$ cat config.mk
export PLATFORM = sky130hd
export DESIGN_NAME = bf_parray
export DESIGN_NICKNAME = d
export VERILOG_FILES = /design/src/rtl/bf_pkg.sv /design/src/rtl/bf_parray.sv
export SDC_FILE = /design/constraint.sdc
export NUM_CORES = 1
export LEC_CHECK = 0
export BUFFER_PORTS_ARGS = -buffer_cell sky130_fd_sc_hd__buf_2
export CAP_MARGIN = 0
export CORE_MARGIN = 2
export CORE_UTILIZATION = 58
export CTS_BUF_LIST = sky130_fd_sc_hd__clkbuf_4
export CTS_CLUSTER_SIZE = 12
export DETAILED_ROUTE_END_ITERATION = 7
export HOLD_SLACK_MARGIN = 0.15
export MAX_ROUTING_LAYER = met4
export PLACE_DENSITY = 0.84
export REMOVE_ABC_BUFFERS = 1
export SLEW_MARGIN = 30
export SYNTH_ARGS = -nofsm -noshare
export SYNTH_HDL_FRONTEND = slang
export SYNTH_SLANG_ARGS = --single-unit
$ cat constraint.sdc
create_clock -name i_clk -period 5.41 [get_ports i_clk]
set_input_delay 1.082 -clock i_clk [delete_from_list [all_inputs] [get_ports i_clk]]
set_output_delay 1.082 -clock i_clk [all_outputs]
set_load 0.02 [all_outputs]
$ cat src/rtl/bf_pkg.sv
// Shared types, item codes and initial subkey constants for the Blowfish engine.
package bf_pkg;

    typedef logic [31:0] t_word;
    typedef logic [7:0]  t_sbox_addr;

    localparam logic [1:0] KIND_LOAD_P = 2'd0;
    localparam logic [1:0] KIND_LOAD_S = 2'd1;
    localparam logic [1:0] KIND_ENC    = 2'd2;
    localparam logic [1:0] KIND_DEC    = 2'd3;

    localparam int SBOX_COUNT = 4;
    localparam int SBOX_DEPTH = 256;
    localparam int PI_COUNT   = 34;

    localparam t_word PI_WORDS [PI_COUNT] = '{
        32'h243F6A88, 32'h85A308D3, 32'h13198A2E, 32'h03707344,
        32'hA4093822, 32'h299F31D0, 32'h082EFA98, 32'hEC4E6C89,
        32'h452821E6, 32'h38D01377, 32'hBE5466CF, 32'h34E90C6C,
        32'hC0AC29B7, 32'hC97C50DD, 32'h3F84D5B5, 32'hB5470917,
        32'h9216D5D9, 32'h8979FB1B,
        32'hD1310BA6, 32'h98DFB5AC, 32'h2FFD72DB, 32'hD01ADFB7,
        32'hB8E1AFED, 32'h6A267E96, 32'hBA7C9045, 32'hF12C7F99,
        32'h24A19947, 32'hB3916CF7, 32'h0801F2E2, 32'h858EFC16,
        32'h636920D8, 32'h71574E69, 32'hA458FEA3, 32'hF4933D7E
    };

    function automatic t_word round_f(input t_word s0, input t_word s1,
                                      input t_word s2, input t_word s3);
        return ((s0 + s1) ^ s2) + s3;
    endfunction

endpackage

$ cat src/rtl/bf_parray.sv
// Subkey P-array registers with pi reset values, one round read and the output whitening words.
module bf_parray #(
    parameter int ROUNDS = 16
) (
    input  logic                             i_clk,
    input  logic                             i_rst_n,
    input  logic                             i_we,
    input  logic [9:0]                       i_waddr,
    input  bf_pkg::t_word                    i_wdata,
    input  logic [$clog2(ROUNDS + 2) - 1:0]  i_raddr,
    output bf_pkg::t_word                    o_rdata,
    input  logic                             i_rev,
    output bf_pkg::t_word                    o_fin_l,
    output bf_pkg::t_word                    o_fin_r
);

    localparam int PW = ROUNDS + 2;
    localparam int KW = $clog2(PW);

    bf_pkg::t_word r_p [PW];

    always_ff @(posedge i_clk) begin
        if (!i_rst_n) begin
            for (int j = 0; j < PW; j++) begin
                r_p[j] <= bf_pkg::PI_WORDS[j];
            end
        end else if (i_we && (i_waddr < 10'(PW))) begin
            r_p[i_waddr[KW-1:0]] <= i_wdata;
        end
    end

    assign o_rdata = r_p[i_raddr];
    assign o_fin_l = i_rev ? r_p[0] : r_p[ROUNDS + 1];
    assign o_fin_r = i_rev ? r_p[1] : r_p[ROUNDS];

endmodule

== After elaboration in Yosys (flattened, before gate mapping) ==
Memories as Yosys holds them, arrays and structs flattened.
Index checks and enable logic that the tools add are counted.

* Register bits: 0
* Memory bits (writable): 576
* Input bits: 51
* Output and inout port bits: 96
* Logic and storage cells: 13
* Memories: 1

* Magnitude comparators: 1
* Multiplexer cells: 9
* Reductions and logical operators: 2

{| class="wikitable"
|+ Memories
! memory !! depth !! bits a word !! rd ports !! clocked after memory_dff !! write ports !! RTL line !! RTL
|-
| r_p || 18 || 32 || 5 || 0 || 18 || bf_parray.sv:20 || <nowiki>bf_pkg::t_word r_p [PW];</nowiki>
|}

{| class="wikitable"
|+ Operator list
! cell !! count
|-
| $mux 32 || 3
|-
| $reduce_or 32->1 || 1
|-
| $lt 10x5->1 const B || 1
|-
| $mux 1 || 5
|-
| $mux 5 || 1
|-
| $logic_and 1x1->1 || 1
|}

== Longest topological paths before layout ==
* Depth in word-level cells: 7
* Mapped depth: 9
* Depth with buffers taken out: 5

== Least setup slack after synthesis ==
Ideal clock, no wire load.

* Path kind: input port to flip-flop
* From: input i_waddr[9]
* To: memory r_p[17][0] (netlist name), enable pin
* Library setup time: 470 ps
* Arrival: 4625 ps
* Data required time: 4940 ps
* Slack: 315 ps
* Stages on the path: 5
* Path buffers: 1
* Cell sequence: or4_4 -> or2_0 -> buf_2 -> nand2b_1 -> o31ai_1

{| class="wikitable"
|+ RTL lines
! item !! RTL line !! RTL
|-
| start, declared || bf_parray.sv:8 || <nowiki>input logic [9:0] i_waddr,</nowiki>
|-
| end, declared || bf_parray.sv:20 ||
|}

== Final worst setup path ==
* From: input i_raddr[1]
* To: output o_rdata[28]

* Longest elaborated chain between the ends: 1

{| class="wikitable"
|+ RTL lines
! item !! RTL line !! RTL
|-
| start, declared || bf_parray.sv:10 || <nowiki>input logic [$clog2(ROUNDS + 2) - 1:0] i_raddr,</nowiki>
|-
| $mem_v2 18x32 || n/a ||
|-
| end, declared || bf_parray.sv:11 || <nowiki>output bf_pkg::t_word o_rdata,</nowiki>
|}

Every way passes these cells.

==> results.py <==
metrics = {
    "drt": {
        "drc": 0,
        "vias": 28286,
        "vias_per_cell": 5.74,
        "drt-initial-drc-count": 3430,
        "drt.antenna.violating_nets": 0,
        "post_drt_wl_per_cell_um": 22.5,
        "routed_wirelength_mm": 111,
        "dr.pass1.iters": 6,
    },
    "grt": {
        "antenna_found_initial": 12,
        "grt_pass1_vias": 28213,
        "track_usage_pct": 29.5,
        "grt_max_degree": 129,
        "grt_overflow": 0,
        "grt_pass1_wl_mm": 163,
    },
    "cts": {
        "cts-root-buf": "clkbuf_4",
        "cts_setup_buffers": 0,
        "cts_resized": 0,
        "cts_buffers": 241,
        "clk_pin_slew_ps": 70,
        "cts.sinks": 1024,
        "cts_tree": "done",
        "cts_buffer_depth": 3,
        "hold_buffers": 0,
        "cts.htree.levels": 4,
    },
    "timing": {
        "slew_headroom_pct": 28.8,
        "period_share_pct": 77.6,
        "fmax_mhz": 238,
        "setup_tns_ps": 0,
        "fin_hold_ws_ps": 293,
        "layout_min_cycle_time_ps": 4200,
        "hold_viol": 0,
        "worst_pin_slew_ps": 1070,
        "rsz0062_at_grt": "no",
        "drv_slew": 0,
        "setup_viol": 0,
    },
    "synth": {
        "ys_ff_latch": 1024,
        "async_reset_ff_share_pct": 0,
        "synth_edf_count": 1024,
        "ys_seq_area_share_pct": 70.8,
        "synth.top_cell.area_share_pct": 70.8,
        "yosys.area.top_type": "edfxtp_1",
        "ys.flop_type": "edfxtp_1",
        "yosys.cell_types.count": 36,
        "avgSynthCellArea_um2": 14.3,
        "yosys-top-cells-area": "edfxtp_1 (71%), mux2i_1 (12%), nand2_1 (3.0%), nor2_1 (2.6%), a22oi_1 (1.7%)",
        "yosys_warnings": 0,
        "synthCells": 3035,
        "synth_area_um2": 43500,
    },
    "critical_path": {
        "cp_common_cell": "buf_12",
        "slowest_delay_ps": 380,
        "cp_max_fo": 42,
        "end_kind": "output pin",
        "crit_arrival_ps": 3120,
        "crit_slowest_cell": "buf_8",
        "critPathRequiredTime_ps": 4330,
        "cp-start-kind": "input port",
        "path_cells": "buf_8 -> buf_12 -> buf_12 -> mux2i_1 -> a22o_1 -> nor3_1 -> a31oi_1 -> nand3_1 -> buf_2",
        "worstSetupPathType": "input port to output pin",
    },
    "place": {
        "io_buffers": 146,
        "place_hpwl_mm": 66.1,
        "gp_congestion": 0.920,
    },
    "layout": {
        "mostFrequentLayoutCell": "edfxtp_1",
        "largest_reg_flops": 1024,
        "nNetsFinal": 3810,
        "regMostFlops": "r_p",
        "layout_common_cells": "edfxtp_1 (1024), mux2i_1 (512), conb_1 (448), clkbuf_4 (348), nand2_1 (342)",
        "n_fill_cell": 5003,
        "final_layout_size_suffix_gt1_share_pct": 18.6,
        "area_delta_synth_final_pct": 16.0,
        "top_regs": "r_p: 1024 flops",
    },
    "power_and_ir_drop": {
        "p_per_area_nw_per_um2": 331,
        "peakVddDrop_mv": 0.190,
        "power_leakage_nw": 20.0,
    },
    "run_status": {
        "status": "finished, final reports clean",
    },
    "die": {
        "io_pins": 147,
        "core.rowCount": 100,
        "die_w_um": 278,
        "die_y_um": 278,
        "core_area_um2": 74300,
        "start_util_pct": 58.5,
        "dieArea_um2": 77100,
    },
    "flow_run": {
        "cap_violations": 0,
    },
    "min_path": {
        "hold_path.class": "input port to register",
    },
}
## cell families (layout without fill, tap and decap cells)
group | Yosys count | in the layout | share of synthesized area [%]
DFF | 1024 | 1024 | 70.8
AOI/OAI and AO/OA | 290 | 290 | 4.55
and+or+nand+nor | 890 | 890 | 8.83
muxes | 576 | 576 | 13.5
buffers and inverters | 254 | 716 | 2.39
other | 1 | 460 | 0.00863
## worst paths after layout
path / startpoint / endpoint / slack [ps] / cells after the start
worst max-delay path: i_raddr[1] / o_rdata[28] / 1210 / 9
worst min-delay path: i_wdata[12] / r_p[5][12] / 290 / 2
## stage by stage
step	std cells	setup slack [ps]	area, um2	total power, mW	utilization [%]
2_1_floorplan	3264	-1780	44200	10.1	-
3_3_place_gp	4485	1240	47300	10.6	63.6
3_5_place_dp	4485	1070	47300	10.6	63.6
4_1_cts	4913	1240	50400	16.7	67.8
5_1_grt	4924	1150	50400	17.2	67.8
6_report	4925	1210	50400	16.7	67.9
## cell type report
class	count	area [um2]	area share (%)
Clock inverter	80	479	0.950
Antenna cell	12	30.0	0.0595
Tap cell	969	1210	2.40
Clock buffer	348	2610	5.18
Inverter	36	135	0.268
Multi-Input combinational cell	2204	13500	26.7
Sequential cell	1024	30700	61.0
Timing Repair Buffer	252	1760	3.48
## where the power goes
group | internal [mW] | switching [mW]
clock | 3.19 | 2.98
sequential | 9.11 | 0.129
combinational | 0.436 | 0.826
total | 12.7 | 3.94
## critical path, delay by kind of cell
family / cells / cell delay (ps)
AOI/OAI and AO/OA: 2 / 320
buffers and inverters: 4 / 1130
muxes: 1 / 120
and+or+nand+nor: 2 / 380
## layer usage
metal / global-route usage, % / share of wire [%]
met4: 15.5 / 5.0
met2: 45.6 / 47
met3: 9.10 / 12
met1: 34.9 / 35
met5: - / 0
## cell usage after synthesis, drive strengths merged, types with 4 or more instances
library cell,number
a22oi,96
nor2b,4
nand3,104
a21oi,96
nor3,46
a22o,64
buf,97
nor2,306
or3,26
and3,14
nand2,351
and2,11
nand2b,22
mux2i,512
clkbuf,121
mux2,64
a31oi,32
edfxtp,1024
inv,36
(Power assumes the default switching activity.)
